`src/sv/bcdma_pkg.sv`:
```
package bcdma_pkg;

    localparam int BYTE_W      = 8;
    localparam int REG_W       = 16;
    localparam int IN_ADDR_W   = 16;
    localparam int COPIED_W    = 10;
    localparam int IDX_W       = 2;
    localparam int NUM_REGS    = 4;
    localparam int QUEUE_DEPTH = 2;
    localparam int QPTR_W      = (QUEUE_DEPTH > 1) ? $clog2(QUEUE_DEPTH) : 1;
    localparam int QCNT_W      = $clog2(QUEUE_DEPTH + 1);

    // bus action codes
    typedef enum logic [1:0] {
        ACT_REG_WR = 2'd0,
        ACT_START  = 2'd1,
        ACT_MEM_WR = 2'd2,
        ACT_MEM_RD = 2'd3
    } t_action;

    // work handed from front to back
    typedef enum logic [1:0] {
        KIND_NOP  = 2'd0,
        KIND_MWR  = 2'd1,
        KIND_MRD  = 2'd2,
        KIND_COPY = 2'd3
    } t_kind;

    typedef struct packed {
        t_kind                  kind;
        logic [IN_ADDR_W-1:0]   addr;
        logic [BYTE_W-1:0]      data;
        logic [REG_W-1:0]       src;
        logic [REG_W-1:0]       len;
        logic [REG_W-1:0]       dst;
    } t_cmd;

    typedef struct packed {
        logic valid;
        t_cmd cmd;
    } t_cmd_beat;

endpackage

```
`src/sv/bcdma_if.sv`:
```
interface bcdma_in_if;
    import bcdma_pkg::*;

    logic                 valid;
    logic                 ready;
    logic [1:0]           action;
    logic [IDX_W-1:0]     reg_index;
    logic [IN_ADDR_W-1:0] address;
    logic [BYTE_W-1:0]    data;

    modport source (output valid, action, reg_index, address, data, input ready);
    modport sink   (input valid, action, reg_index, address, data, output ready);
endinterface


```
`src/sv/bcdma_front.sv`:
```
module bcdma_front (
    input  logic                 i_clk,
    input  logic                 i_rst_n,
    bcdma_in_if.sink             i_req,
    input  logic                 i_full,
    output bcdma_pkg::t_cmd_beat o_push
);
    import bcdma_pkg::*;

    logic [BYTE_W-1:0] r_lo [NUM_REGS];
    logic [BYTE_W-1:0] r_hi [NUM_REGS];
    logic [NUM_REGS-1:0] r_high_next;

    logic    accept;
    t_action act;

    assign i_req.ready = !i_full;
    assign accept      = i_req.valid && !i_full;
    assign act         = t_action'(i_req.action);

    always_comb begin
        o_push.valid    = accept;
        o_push.cmd      = '0;
        o_push.cmd.kind = KIND_NOP;
        o_push.cmd.addr = i_req.address;
        o_push.cmd.data = i_req.data;
        o_push.cmd.src  = {r_hi[0], r_lo[0]};
        o_push.cmd.len  = {r_hi[1], r_lo[1]};
        o_push.cmd.dst  = {r_hi[2], r_lo[2]};
        unique case (act)
            ACT_REG_WR: o_push.cmd.kind = KIND_NOP;
            ACT_START:  o_push.cmd.kind = (i_req.data == '0) ? KIND_COPY : KIND_NOP;
            ACT_MEM_WR: o_push.cmd.kind = KIND_MWR;
            ACT_MEM_RD: o_push.cmd.kind = KIND_MRD;
            default:    o_push.cmd.kind = KIND_NOP;
        endcase
    end

    // register bytes land low first, then high, per-register toggle
    always_ff @(posedge i_clk) begin
        if (!i_rst_n) begin
            for (int i = 0; i < NUM_REGS; i++) begin
                r_lo[i] <= '0;
                r_hi[i] <= '0;
            end
            r_high_next <= '0;
        end else if (accept) begin
            if (act == ACT_REG_WR) begin
                if (r_high_next[i_req.reg_index]) begin
                    r_hi[i_req.reg_index] <= i_req.data;
                end else begin
                    r_lo[i_req.reg_index] <= i_req.data;
                end
                r_high_next[i_req.reg_index] <= !r_high_next[i_req.reg_index];
            end else if (act == ACT_START && i_req.data == '0) begin
                r_high_next <= '0;
            end
        end
    end

endmodule

```
`src/flat_wrapper.sv`:
```
// flat-port wrapper written by rule: the top's interface ports become plain ports
module bcdma_front_flat import bcdma_pkg::*;
  (i_clk, i_rst_n, i_full, o_push, i_req_valid, i_req_action, i_req_reg_index, i_req_address, i_req_data, i_req_ready);
  bcdma_in_if i_req_i ();
  input  logic i_clk;
  input  logic i_rst_n;
  input  logic i_full;
  output bcdma_pkg::t_cmd_beat o_push;
  input wire logic [$bits(i_req_i.valid)-1:0] i_req_valid;
  input wire logic [$bits(i_req_i.action)-1:0] i_req_action;
  input wire logic [$bits(i_req_i.reg_index)-1:0] i_req_reg_index;
  input wire logic [$bits(i_req_i.address)-1:0] i_req_address;
  input wire logic [$bits(i_req_i.data)-1:0] i_req_data;
  output wire logic [$bits(i_req_i.ready)-1:0] i_req_ready;
  assign i_req_i.valid = i_req_valid;
  assign i_req_i.action = i_req_action;
  assign i_req_i.reg_index = i_req_reg_index;
  assign i_req_i.address = i_req_address;
  assign i_req_i.data = i_req_data;
  assign i_req_ready = i_req_i.ready;
  bcdma_front u_core (.i_clk(i_clk), .i_rst_n(i_rst_n), .i_req(i_req_i), .i_full(i_full), .o_push(o_push));
endmodule
```
`config.mk`:
```
export PLATFORM = sky130hd
export DESIGN_NAME = bcdma_front_flat
export DESIGN_NICKNAME = d
export VERILOG_FILES = /design/src/sv/bcdma_pkg.sv /design/src/sv/bcdma_if.sv /design/src/sv/bcdma_front.sv /design/src/flat_wrapper.sv
export SDC_FILE = /design/constraint.sdc
export NUM_CORES = 1
export LEC_CHECK = 0
export BUFFER_PORTS_ARGS = -buffer_cell sky130_fd_sc_hd__buf_2
export CORE_ASPECT_RATIO = 2
export CORE_MARGIN = 1
export CORE_UTILIZATION = 50
export DETAILED_ROUTE_END_ITERATION = 16
export GPL_ROUTABILITY_DRIVEN = 1
export GPL_TIMING_DRIVEN = 0
export PLACE_DENSITY_LB_ADDON = 0.1
export SLEW_MARGIN = 20
export SYNTH_ARGS = -nofsm -noshare
export SYNTH_HDL_FRONTEND = slang
export SYNTH_SLANG_ARGS = --single-unit
```
`constraint.sdc`:
```
create_clock -name i_clk -period 4.7 [get_ports i_clk]
set_clock_uncertainty 0.1 [all_clocks]
set_input_delay 0.94 -clock i_clk [delete_from_list [all_inputs] [get_ports i_clk]]
set_output_delay 0.94 -clock i_clk [all_outputs]
set_load 0.02 [all_outputs]
```
== Word level (Yosys, flattened, before mapping) ==
Memories as Yosys holds them, arrays and structs flattened.
Cells that the tools add are included.

* Bits in registers: 4
* Bits in writable memories: 64
* Output and inout bits: 76
* Memories: 2

{| class="wikitable"
|+ Memories
! memory !! words !! bits a word !! read ports !! clocked after memory_dff !! write ports !! RTL line !! text
|-
| u_core.r_hi || 4 || 8 || 3 || 0 || 4 || bcdma_front.sv:11 || <nowiki>logic [BYTE_W-1:0] r_hi [NUM_REGS];</nowiki>
|-
| u_core.r_lo || 4 || 8 || 3 || 0 || 4 || bcdma_front.sv:10 || <nowiki>logic [BYTE_W-1:0] r_lo [NUM_REGS];</nowiki>
|}

* $lt $le $gt $ge: 2
* Equal/unequal tests: 3
* Muxes and demuxes: 26
* Reductions and logical operators: 11

{| class="wikitable"
|+ Operators by type and width
! cell !! count
|-
| $mux 8 || 2
|-
| $reduce_or 8->1 || 2
|-
| $mux 1 || 15
|-
| $logic_not 8->1 || 1
|-
| $mux 4 || 2
|-
| $pmux 2 s4 || 1
|-
| $mux 2 || 3
|-
| $bwmux 4 || 1
|-
| $eq 2x2->1 const B || 2
|-
| $logic_and 1x1->1 || 3
|-
| $lt 2x3->1 const B || 1
|-
| $bmux 1 s2 || 1
|-
| $demux 1 s2 || 1
|-
| $eq 2x1->1 const B || 1
|-
| $ge 2x1->1 const B || 1
|-
| $logic_not 1->1 || 2
|-
| $logic_not 2->1 || 1
|-
| $reduce_and 2->1 || 1
|-
| $reduce_bool 2->1 || 1
|}

== Logic depth before layout (Yosys ltp) ==
* Depth after elaboration: 9
* Mapped depth: 4
* Gate-level depth less buffers: 3

== Worst setup path after synthesis ==
OpenSTA, ideal clock, no wires.

* Path type: input-to-output
* Start point: input port i_req_data[0]
* End point: output port o_push[72] (netlist bit)
* Arrival time: 1,806 ps
* Required time: 3,660 ps
* Slack: 1,854 ps
* Stages: 3
* Buffers on the path: 0
* Cell sequence: nor4_1 -> nand3_1 -> mux2i_1

{| class="wikitable"
|+ RTL lines
! what !! RTL line !! text
|-
| from (decl) || flat_wrapper.sv:13 || <nowiki>input wire logic [$bits(i_req_i.data)-1:0] i_req_data;</nowiki>
|-
| to (decl) || flat_wrapper.sv:8 || <nowiki>output bcdma_pkg::t_cmd_beat o_push;</nowiki>
|}

==> impl_metrics.csv <==
group,metric,value,unit
clock_network,clockBufferDepth,2,
setup_path,critPathCaptureType,"output pin",
synthesis,synth_seq_cells,51,
status,status,"finished, final reports clean",
clock_network,worst_skew_pair.late_latency,0.29,ns
sta,setup_viol_count_final,0,
sta,rsz0062_at_grt,"false",
power,power,0.887,mW
clock_network,clk_pin_slew,0.09,ns
floorplanning,chipWidth,50.4,µm
floorplanning,fp.coreArea,4420,µm²
setup_path,crit_chain,"buf_2 > nor4_1 > nand3_1 > mux2i_1 > buf_2",
synthesis,synth_flop_cell,"edfxtp_1",
place,place_inst,310,
clock_network,numCtsBuffers,5,
cells_and_area,multi_input_area,632,µm²
setup_path,cp_max_fo,8,
synthesis,ys_top_cells_by_count,"and2_1 (48), edfxtp_1 (48), buf_4 (25)",
sta,clock.fmax,0.325,GHz
grt,grt_max_degree,16,
cells_and_area,final_layout_size_suffix_gt1_share,50.0,%
synthesis,synthDistinctLibCells,27,
setup_path,crit_required,3.66,ns
sta,tightest_slew,1.05,ns
clock_network,cts-htree-levels,2,
synthesis,seq_area_frac_synth,64.1,%
cells_and_area,diodes,0,
sta,max-slew-margin-rel,29.3,%
sta,fin_tns_setup,0,ns
cells_and_area,nets,295,
floorplanning,num_rows,34,
grt,grt_pass1_vias,1494,
sta,drv_slew,0,
run,cap_viol_max_count,0,
setup_path,crit_type,"in -> out",
floorplanning,start_util,52.9,%
grt,antenna_found_initial,0,
clock_network,cts.sinks,51,
grt,overflow,0,
synthesis,synth_top_area_cell,"edfxtp_1",
setup_path,crit_path_max_incr_delay,0.49,ns
setup_path,cp_data_arrival_time,2.04,ns
grt,grt.total_usage,19.6,%
route,drt_iter0_markers,12,
route,viasPerCell,4.82,
route,wl_per_cell,14.4,µm
floorplanning,num_io_pins,108,
cells_and_area,fin_util,66.9,%
place,place_congestion,0.753,
synthesis,synth_top_area_share,61.6,%
clock_network,cts_root_buf,"clkbuf_8",
clock_network,postCtsSetupBuffers,0,
power,leakagePower,1.30,nW
setup_path,slowest_stage,"nor4_1",
place,hpwl,3530,µm
floorplanning,dieArea,4980,µm²
synthesis,ys_top_cells_by_area,"edfxtp_1 (62%), and2_1 (13%), buf_4 (8.0%), nor4_4 (3.6%), dfxtp_1 (2.6%)",
synthesis,synth_warnings,0,
place,io_buffers,91,
setup_path,crit_family,"simple AND/OR/NAND/NOR gates",
sta,finalCriticalPeriod,3.08,ns
grt,grt_pass1_wl,7210,µm
clock_network,cts_resized,0,
floorplanning,fp.dieH,98.8,µm
route,drt-pass1-iter-count,4,
power,p_per_area,300,nW/µm²
route,drc,0,
synthesis,syn_nets,197,
route,vias,1532,
synthesis,synthArstFlopShare,0,%
power,vdd_drop_max,0.000293,V
synthesis,syn_area_per_cell,14.2,µm²
clock_network,hold_buffers,0,
cells_and_area,area_delta_synth_final,26.3,%
synthesis,netlist_instances,165,
setup_path,start_kind,"input port",
cells_and_area,fill_cells,375,
route,wl,4560,µm
setup_path,crit_top_cell,"buf_2",
cells_and_area,regArea,1500,µm²
synthesis,synth_area,2340,µm²
synthesis,synth_edf_count,48,
setup_path,cp_num_buf_inv,2,
cells_and_area,finalNonFillerCells,318,
min_path,hold_path_class,"reg -> reg",
clock_network,cts_tree,"built",
sta,hold_viol_final,0,
route,postRouteAntennaNets,0,
sta,fin_crit_sh,65.4,%
[power by group]
group	internal, mW	switching (mW)
Clock	0.101	0.137
Sequential	0.514	0.00495
Combinational	0.0453	0.0850
[worst reg2reg max path: cells and delay by family (launching register included)]
kind	cells	cell delay, ns
compound gates	1	0.84
flops	1	0.33
simple gates	1	0.44
[cell families (layout without fill, tap and decap cells)]
logic type | Yosys count | after routing | share of synthesized area, %
flip-flops | 51 | 51 | 64.1
buffers and inverters | 31 | 130 | 9.30
AND/OR/NAND/NOR | 74 | 74 | 23.6
AO/OA/AOI/OAI | 8 | 8 | 2.57
multiplexers | 1 | 1 | 0.428
[state kept, by name (all words and copies together), names as in the netlist]
register / cells
u_core.r_high_next: 3
u_core.r_lo: 24
u_core.r_hi: 24
[per-layer routing]
| layer | part of all wire, % | vias to the layer above | global-route usage (%) |
|---|---|---|---|
| li1 | - | 749 | - |
| met1 | 37 | 703 | 22.1 |
| met2 | 55 | 72 | 35.2 |
| met3 | 5.1 | 8 | 2.78 |
| met4 | 2.5 | 0 | 9.40 |
| met5 | 0 | - | 0 |
[cell type report]
type                    instances  area share [%]
plain buffers                  26            6.73
clock buffers                   5            2.33
clock inverters                 3           0.508
inverters                       5           0.635
multi-input cells              83            21.4
flip-flops and latches         51            50.8
well taps                      54            2.28
repair buffers                 91            15.4
[through the flow]
step | hold slack [ns] | cell area, µm² | worst slack (ns)
floorplan | 0.377 | 2340 | 1.85
global placement | 0.393 | 2860 | 1.67
detailed placement | 0.393 | 2860 | 1.64
CTS | 0.415 | 2950 | 1.64
global route | 0.443 | 2960 | 1.56
finish | 0.415 | 2960 | 1.62
[cell usage in the layout, fill, tap and decap left out, types with 2 or more instances in the layout]
| cell | n |
|---|---|
| buf_4 | 25 |
| nor4_1 | 2 |
| nor4_4 | 4 |
| nor2b_1 | 2 |
| dfxtp_1 | 3 |
| a31o_1 | 2 |
| clkinv_1 | 2 |
| nand2b_1 | 8 |
| inv_1 | 5 |
| and2_1 | 48 |
| o31ai_2 | 2 |
| buf_2 | 91 |
| edfxtp_1 | 48 |
| clkbuf_8 | 5 |
[path summary, 6_finish.rpt]
| path | start | endpoint | slack (ns) | depth (start not counted) |
|---|---|---|---|---|
| setup / recovery | i_req_data[4] | o_push[72] | 1.62 | 5 |
| setup reg to reg | u_core.r_high_next[0]$_SDFFE_PN0P_ | u_core.r_lo[0][5]$_SDFFCE_PN0P_ | 2.62 | 2 |
| hold / removal | u_core.r_high_next[0]$_SDFFE_PN0P_ | u_core.r_high_next[0]$_SDFFE_PN0P_ | 0.41 | 1 |
| hold reg to reg | u_core.r_high_next[0]$_SDFFE_PN0P_ | u_core.r_high_next[0]$_SDFFE_PN0P_ | 0.41 | 1 |
Power figures use the tool's default switching activity.
