**src/sv/bcdma_pkg.sv**
```systemverilog
package bcdma_pkg;

    localparam int BYTE_W      = 8;
    localparam int REG_W       = 16;
    localparam int IN_ADDR_W   = 16;
    localparam int COPIED_W    = 10;
    localparam int IDX_W       = 2;
    localparam int NUM_REGS    = 4;
    localparam int QUEUE_DEPTH = 2;
    localparam int QPTR_W      = (QUEUE_DEPTH > 1) ? $clog2(QUEUE_DEPTH) : 1;
    localparam int QCNT_W      = $clog2(QUEUE_DEPTH + 1);

    // bus action codes
    typedef enum logic [1:0] {
        ACT_REG_WR = 2'd0,
        ACT_START  = 2'd1,
        ACT_MEM_WR = 2'd2,
        ACT_MEM_RD = 2'd3
    } t_action;

    // work handed from front to back
    typedef enum logic [1:0] {
        KIND_NOP  = 2'd0,
        KIND_MWR  = 2'd1,
        KIND_MRD  = 2'd2,
        KIND_COPY = 2'd3
    } t_kind;

    typedef struct packed {
        t_kind                  kind;
        logic [IN_ADDR_W-1:0]   addr;
        logic [BYTE_W-1:0]      data;
        logic [REG_W-1:0]       src;
        logic [REG_W-1:0]       len;
        logic [REG_W-1:0]       dst;
    } t_cmd;

    typedef struct packed {
        logic valid;
        t_cmd cmd;
    } t_cmd_beat;

endpackage

```
**src/sv/bcdma_fifo.sv**
```systemverilog
module bcdma_fifo (
    input  logic                  i_clk,
    input  logic                  i_rst_n,
    input  bcdma_pkg::t_cmd_beat  i_push,
    output logic                  o_full,
    input  logic                  i_pop,
    output bcdma_pkg::t_cmd_beat  o_head
);
    import bcdma_pkg::*;

    t_cmd              r_mem [QUEUE_DEPTH];
    logic [QPTR_W-1:0] r_wptr;
    logic [QPTR_W-1:0] r_rptr;
    logic [QCNT_W-1:0] r_count;

    logic do_push;
    logic do_pop;

    assign o_full      = (r_count == QCNT_W'(QUEUE_DEPTH));
    assign do_push     = i_push.valid && !o_full;
    assign do_pop      = i_pop && (r_count != '0);
    assign o_head.valid = (r_count != '0);
    assign o_head.cmd   = r_mem[r_rptr];

    always_ff @(posedge i_clk) begin
        if (do_push) begin
            r_mem[r_wptr] <= i_push.cmd;
        end
    end

    always_ff @(posedge i_clk) begin
        if (!i_rst_n) begin
            r_wptr  <= '0;
            r_rptr  <= '0;
            r_count <= '0;
        end else begin
            if (do_push) begin
                r_wptr <= (r_wptr == QPTR_W'(QUEUE_DEPTH - 1)) ? '0 : r_wptr + 1'b1;
            end
            if (do_pop) begin
                r_rptr <= (r_rptr == QPTR_W'(QUEUE_DEPTH - 1)) ? '0 : r_rptr + 1'b1;
            end
            unique case ({do_push, do_pop})
                2'b10:   r_count <= r_count + 1'b1;
                2'b01:   r_count <= r_count - 1'b1;
                default: r_count <= r_count;
            endcase
        end
    end

endmodule

```
**config.mk**
```make
export PLATFORM = sky130hd
export DESIGN_NAME = bcdma_fifo
export DESIGN_NICKNAME = d
export VERILOG_FILES = /design/src/sv/bcdma_pkg.sv /design/src/sv/bcdma_fifo.sv
export SDC_FILE = /design/constraint.sdc
export NUM_CORES = 1
export LEC_CHECK = 0
export ABC_AREA = 1
export BUFFER_PORTS_ARGS = -buffer_cell sky130_fd_sc_hd__buf_2
export CAP_MARGIN = 25
export CORE_UTILIZATION = 45
export DETAILED_ROUTE_END_ITERATION = 12
export HOLD_SLACK_MARGIN = 0.05
export PLACE_DENSITY_LB_ADDON = 0.15
export SYNTH_ARGS = -nofsm -noshare
export SYNTH_HDL_FRONTEND = slang
export SYNTH_SLANG_ARGS = --single-unit
```
**constraint.sdc**
```tcl
create_clock -name i_clk -period 6 [get_ports i_clk]
set_input_delay 0.3 -clock i_clk [delete_from_list [all_inputs] [get_ports i_clk]]
set_output_delay 0.3 -clock i_clk [all_outputs]
set_load 0.005 [all_outputs]
```
* After elaboration in Yosys (flattened, before gate mapping)
Memory sizes are Yosys's and may differ from the RTL's. A register that Yosys moved wholly into a read port is not among the register bits.
Cells that the tools add are included.
** Cells by class
- Muxes and demuxes :: 7
- Add/subtract/negate cells :: 4
- Reduce and logical (&&, ||, !) cells :: 5
- Eq/ne operators :: 3
** Operators by type and width (number)
- 1-bit two-way mux :: 6
- 2-bit == test (second input constant) :: 2
- 2-bit one-hot mux with 2 select lines :: 1
- 2-bit nonzero test :: 2
- 1-bit adder (second input constant) :: 2
- 2-bit by 1-bit adder with 2-bit output (second input constant) :: 1
- 2-bit by 1-bit == test with 1-bit output (second input constant) :: 1
- 1-bit logical AND :: 2
- 2-bit by 1-bit subtractor with 2-bit output (second input constant) :: 1
- 1-bit logical NOT :: 1
** Storage, ports and cells
- Bits in writable memories :: 148
- Input port bits :: 78
- Register bits :: 4
- Output and inout port bits :: 76
- Memories :: 1
** Memory list
- r_mem :: depth 2, bits a word 74, read ports 1, clocked after Yosys merged registers in 1, wr ports 1, RTL line bcdma_fifo.sv:11 : t_cmd r_mem [QUEUE_DEPTH];

* Logic depth before layout (Yosys ltp)
Gate-level depths: netlist (run 1).
- Depth after elaboration :: 5
- Mapped depth :: 10
- Depth with buffers taken out :: 10

* Worst setup path after synthesis (run 1)
Ideal clock, no wire load.
- Path type :: register -> register
- From :: reg r_count[0]
- To :: mem r_mem[0][0] in the netlist's numbering, enable pin
- Stages on the path, launching flop included :: 5
- Arrival time :: 3.752 ns
- Slack :: 1.742 ns
- Path buffers :: 0
- Period minus slack after synthesis :: 4.258 ns
- Data required time :: 5.493 ns
- Path through :: dfxtp_1 -> nor2_1 -> nor2_1 -> inv_1 -> nor2_1
** On the way
- Word-level cells in the longest chain between the ends :: 5
** RTL lines
- start: declaration :: RTL line bcdma_fifo.sv:14 : logic [QCNT_W-1:0] r_count;
- start signal: assignment :: RTL line bcdma_fifo.sv:44 : 2'b10: r_count <= r_count + 1'b1;
- start signal: assignment :: RTL line bcdma_fifo.sv:45 : 2'b01: r_count <= r_count - 1'b1;
- start signal: assignment :: RTL line bcdma_fifo.sv:46 : default: r_count <= r_count;
- 2-bit == test :: RTL line bcdma_fifo.sv:19 : assign o_full = (r_count == QCNT_W'(QUEUE_DEPTH));
- named net o_full :: RTL line bcdma_fifo.sv:5 : output logic o_full,
- 1-bit logical NOT :: RTL line bcdma_fifo.sv:20 : assign do_push = i_push.valid && !o_full;
- 1-bit logical AND :: RTL line bcdma_fifo.sv:20
- 1-bit two-way mux :: RTL line bcdma_fifo.sv:26 : if (do_push) begin
- 1-bit two-way mux (not written as such) :: RTL line bcdma_fifo.sv:27 : r_mem[r_wptr] <= i_push.cmd;
- end: declaration :: RTL line bcdma_fifo.sv:11
The timed path passes the listed nets, and every way through them passes these cells.

==> flow_summary_export.csv, run 1 <==
group,metric,value,unit
run_status,outcome,"finished, final reports clean",
critical_path,rr_worst_depth,5,
synthesis,synth_area,5830,um^2
floorplan,dieArea,13400,um^2
clock_tree,cts_root_buffer,"clkbuf_16",
floorplan,core_region_area,12600,um^2
min_path,hp-class,"input pin to flop",
clock_tree,clock_sinks,153,
timing,grt_setup_unrepaired,"false",
global_route,grt_max_degree,75,
layout,drive_gt1_share,57.7,%
place,portBuffers,153,
critical_path,cp-start-kind,"flop",
route,vias,2874,
global_route,grt.total_usage,15.2,%
timing,min_period,2.72,ns
synthesis,yosysSeqAreaShare,78.0,%
critical_path,worstSetupEndpointType,"output port",
power,netSwitchingPower,646,uW
min_path,holdPathEnd,"r_mem[1][7]",
power,worst_ir_drop_vdd,0.000198,V
synthesis,yosysWarnings,0,
layout,nets,515,
global_route,grt_pass1_wl,14300,um
layout,fin_cells,621,
clock_tree,cts_resized,0,
synthesis,syn_nets,347,
timing,skew,0.00678,ns
run,cap_violations,0,
power,clkPwrFrac,34.5,%
timing,slew_viol_final,0,
critical_path,r2r-end,"r_mem[1][54]",
place,hpwlAfterDp,6080,um
timing,timing.fmax,367,MHz
timing,setup_viol,0,
timing,relSlewSlack,42.4,%
route,post_drt_via_cell_ratio,4.63,
synthesis,ys_types,15,
synthesis,ys_top_cells_by_area,"edfxtp_1 76%, mux2_4 15%, mux2_2 2.7%, dfxtp_1 1.7%, buf_6 1.4%",
power,switching_share,22.8,%
synthesis,netlist_instances,268,
min_path,hp-start,"i_push[7]",
critical_path,r2r_start,"r_count[0]",
synthesis,yosys-top-cells-count,"148 x edfxtp_1, 60 x mux2_4, 14 x mux2_2",
floorplan,initial_core_util,46.2,%
power,p_seq_share,47.9,%
route,first_iter_violations,158,
critical_path,arrival,2.42,ns
clock_tree,clockBufferDepth,2,
place,place_congestion,0.684,
critical_path,path_max_fanout,46,
route,ant_nets,0,
power,combinationalPowerShare,17.6,%
route,drt-wirelength-per-cell,15.6,um
timing,period_share,45.4,%
route,firstDrtPassIters,4,
critical_path,cp.required,5.70,ns
clock_tree,htreeDepth,4,
power,p_leak,0.00290,uW
critical_path,critPathKind,"flop to output port",
critical_path,reg2reg_slack,3.84,ns
min_path,hold_depth,1,
timing,tightest_slew,0.865,ns
synthesis,post-synth-top-area-fraction,76.2,%
synthesis,synth_edf_count,148,
global_route,antenna_found_initial,0,
floorplan,num_rows,41,
global_route,grt_pass1_vias,2895,
clock_tree,postCtsSetupBuffers,0,
timing,hold_violations,0,
synthesis,yosysMostFrequentCell,"edfxtp_1",
clock_tree,hold_buffers,0,
synthesis,ys.flop_type,"edfxtp_1",
floorplan,fp.dieH,116,um
layout,areaGrowthSynthToFinish,25.8,%
layout,fillers,1024,
synthesis,ys_ff_latch,153,
power,total_power,2830,uW
power,internal-power,2190,uW
floorplan,num_io_pins,154,
layout,diodes,0,
clock_tree,clkTransAtPathRegs,0.06,ns
synthesis,async_flop_share,0,%
synthesis,yosys.area.top_type,"edfxtp_1",
floorplan,die_width,116,um
synthesis,avgSynthCellArea,21.8,um^2
clock_tree,cts_made_buffers,17,
timing,setup_tns,0,ns
power,powerDensity,387,nW/um^2
place,dp.cells,588,
clock_tree,cts_tree,"done",
clock_tree,clk_latency,0.41,ns
route,wirelength,9690,um
route,drcViolationCount,0,
global_route,grt_overflow_total,0,
final cells by class:
cell class	instances	area (um^2)	area share (%)
multi-input cells	100	1180	16.1
inverters	7	27.5	0.375
clock buffers	20	437	5.95
well taps	172	215	2.93
repair buffers	157	816	11.1
flip-flops and latches	153	4550	62.0
clock inverters	12	108	1.47
worst max-delay path, stage by stage (launching register included):
cell,delay (ns)
dfxtp_4,0.67
buf_4,0.77
mux2_2,0.41
buf_2,0.12
worst max-delay path by stage:
| stage | startpoint | end | depth (start not counted) | slack, ns |
|---|---|---|---|---|
| finish | flop | o_head[54] | 3 | 3.28 |
| global placement | flop | o_head[54] | 3 | 3.67 |
| detailed placement | flop | o_head[54] | 3 | 3.65 |
| CTS | flop | o_head[63] | 3 | 3.20 |
| floorplan | r_count[0] | r_mem[0][0] | 4 | 1.74 |
| global route | flop | o_head[54] | 3 | 3.13 |
per-stage QoR:
stage / cell area [um^2] / hold slack (ns) / setup WS [ns] / utilization [%]
after detailed placement: 6760 / 0.482 / 3.65 / 53.6
after global placement: 6760 / 0.479 / 3.67 / 53.6
after CTS: 7310 / 0.0529 / 3.20 / 57.9
after global routing: 7330 / 0.0513 / 3.13 / 58.1
after floorplan: 5830 / 0.399 / 1.74 / -
final: 7330 / 0.0710 / 3.28 / 58.1
power by group through the flow:
stage	logic (uW)	clock network, uW	registers (uW)
after floorplan	343	0	1360
after global placement	497	0	1380
after detailed placement	501	0	1380
after CTS	502	1000	1360
after global routing	548	1040	1370
final	500	977	1360
logic make-up (layout without fill, tap and decap cells):
family,Yosys count,count (layout),share of synthesized area [%]
AO/OA/AOI/OAI,3,3,0.300
adder cells (fa/ha/maj),1,1,0.215
buffers and inverters,15,196,1.89
flip-flops,153,153,78.0
multiplexers,74,74,18.2
AND/OR/NAND/NOR,22,22,1.48
flip-flops by register name, indices dropped and copies added (netlist names), named ones only:
name and cells:
r_count 2, r_mem 148, r_rptr 1, r_wptr 1
layout by cell type (no fill, tap or decap), drive strengths merged, types with 2 or more instances in the layout:
master and instances:
buf 157, edfxtp 148, mux2 74, clkbuf 20, nor2 12, clkinv 10
nand2 8, inv 6, dfxtp 5, bufinv 2
per-layer routing:
layer / vias to the layer above / global-route usage, % / wire [um]
met4: 0 / 7.95 / 149
li1: 1375 / - / -
met3: 12 / 6.69 / 816
met1: 1388 / 16.6 / 3930
met2: 99 / 25.2 / 4800
met5: - / 0 / 0
No activity file was read; power rests on OpenSTA's default activity.
==> run 2: changes to the inputs <==
clock period = 2.3 ns   (was 6 ns; I/O delays follow)
==> run 2 against run 1 <==
  * Combinational power increased to 3.0 times the previous value
  * Setup slack worse by 2.9 ns
  * Clock power increased to 2.6 times the previous value
  * Final area increased by 11%
  * Final cell count grew 13%
  * Global-route usage is 0.64 points higher
  * Sequential cell count stayed put
  * Count of clock-buffer cells in the layout up 10
  * Sequential share of layout area down 6.4 points
  * Register-to-register slack got worse by 3.4 ns
  * Non-clock buffer count grew 79
  * Critical endpoint is now r_mem[1][10]
==> flow_summary_export.csv, run 2 (synthesis results as in run 1) <==
group,metric,value,unit
timing,slew_viol_final,0,
layout,drive_gt1_share,49.8,%
floorplan,die_width,116,um
clock_tree,clk_latency,0.41,ns
clock_tree,cts_made_buffers,17,
floorplan,initial_core_util,46.2,%
power,powerDensity,919,nW/um^2
timing,setup_viol,0,
floorplan,num_io_pins,154,
run_status,outcome,"finished, final reports clean",
floorplan,core_region_area,12600,um^2
timing,tightest_slew,0.506,ns
power,worst_ir_drop_vdd,0.000553,V
layout,mostFrequentLayoutCells,"153 x buf_2, 148 x edfxtp_1, 76 x dlygate4sd3_1",
critical_path,worstSetupEndpoint,"r_mem[1][10]",
route,ant_nets,0,
timing,skew,0.00361,ns
place,portBuffers,153,
clock_tree,htreeDepth,4,
clock_tree,cts_root_buffer,"clkbuf_16",
timing,min_period,1.87,ns
global_route,grt_pass1_wl,15200,um
route,post_drt_via_cell_ratio,4.59,
critical_path,worstSetupEndpointType,"flop",
floorplan,num_rows,41,
layout,diodes,0,
min_path,hp-class,"input pin to flop",
global_route,antenna_found_initial,0,
layout,reg.largest.list,"r_mem x148, r_count x2",
run,cap_violations,0,
route,firstDrtPassIters,4,
timing,period_share,81.5,%
critical_path,reg2reg_slack,0.43,ns
route,drcViolationCount,0,
layout,areaGrowthSynthToFinish,40.2,%
critical_path,r2r-end,"r_mem[1][10]",
critical_path,critPathKind,"flop to flop",
layout,layout_commonest_cell,"buf_2",
layout,fillers,936,
clock_tree,clkTransAtPathRegs,0.06,ns
critical_path,cp-start-kind,"flop",
layout,largest_reg_flops,148,
timing,grt_setup_unrepaired,"false",
floorplan,fp.dieH,116,um
critical_path,rr_worst_depth,6,
timing,relSlewSlack,66.2,%
layout,nets,594,
clock_tree,postCtsSetupBuffers,0,
route,drt-wirelength-per-cell,14.7,um
power,p_leak,0.00324,uW
layout,regMostFlops,"r_mem",
global_route,grt.total_usage,15.9,%
global_route,grt_pass1_vias,3224,
timing,whs,0.0740,ns
critical_path,cp.required,2.45,ns
clock_tree,clockBufferDepth,2,
clock_tree,clock_sinks,153,
timing,setup_tns,0,ns
timing,hold_violations,0,
place,place_congestion,0.694,
clock_tree,cts_tree,"done",
route,wirelength,10300,um
floorplan,dieArea,13400,um^2
critical_path,startpoint,"r_count[1]",
critical_path,r2r_start,"r_count[1]",
critical_path,arrival,2.02,ns
global_route,grt_overflow_total,0,
place,hpwlAfterDp,6300,um
global_route,grt_max_degree,54,
route,vias,3215,
critical_path,path_max_fanout,19,
timing,timing.fmax,533,MHz
route,first_iter_violations,146,
## run 2: worst min path at each step
stage / start / end / slack [ns] / depth (start not counted)
after global placement: i_push[31] / r_mem[0][31] / 0.30 / 1
final: i_push[74] / r_wptr / 0.07 / 5
after detailed placement: i_push[73] / r_mem[0][73] / 0.31 / 1
after global routing: i_push[74] / r_wptr / 0.11 / 5
after CTS: i_push[74] / r_wptr / 0.06 / 5
after floorplan: i_push[0] / r_mem[0][0] / 0.21 / 0
## run 2: final cells by class
cell class / instances / area, um^2 / area share, %
clock buffers: 30 / 544 / 6.66
clock inverters: 2 / 10.0 / 0.122
inverters: 7 / 30.0 / 0.367
multi-input cells: 100 / 1180 / 14.5
flip-flops and latches: 153 / 4550 / 55.7
well taps: 172 / 215 / 2.63
repair buffers: 236 / 1640 / 20.1
## run 2: worst max-delay path, cell delays in order (launching register included)
cell and delay [ns]:
dfxtp_1 0.37, inv_1 0.07, nor2_1 0.12, nor2_1 0.08, nand2_1 0.13, clkinvlp_4 0.45
buf_4 0.39
## run 2: stage by stage
step	utilization (%)	setup slack [ns]	power (uW)	area (um^2)	cells
6_report	64.8	0.425	7510	8170	700
5_1_grt	64.8	0.239	7840	8170	700
4_1_cts	64.8	0.420	7620	8170	700
3_5_place_dp	54.3	0.424	4970	6860	592
3_3_place_gp	54.3	0.491	4930	6860	592
2_1_floorplan	-	0.103	4430	5840	268
## run 2: per-layer routing
| layer | GRT usage [%] | part of all wire, % |
|---|---|---|
| met5 | 0 | 0 |
| met4 | 8.46 | 1.9 |
| met3 | 5.96 | 5.8 |
| met2 | 27.6 | 53 |
| met1 | 16.7 | 39 |
## run 2: repair_timing
item,4_1_cts,5_1_grt
hold buffers,76,0
hold endpoints to repair,153,0
gates resized for setup,0,0
## run 2: power by group
group	internal (uW)	switching (uW)	total (uW)
registers	3410	83.6	3490
clock network	1580	944	2520
logic	843	649	1490
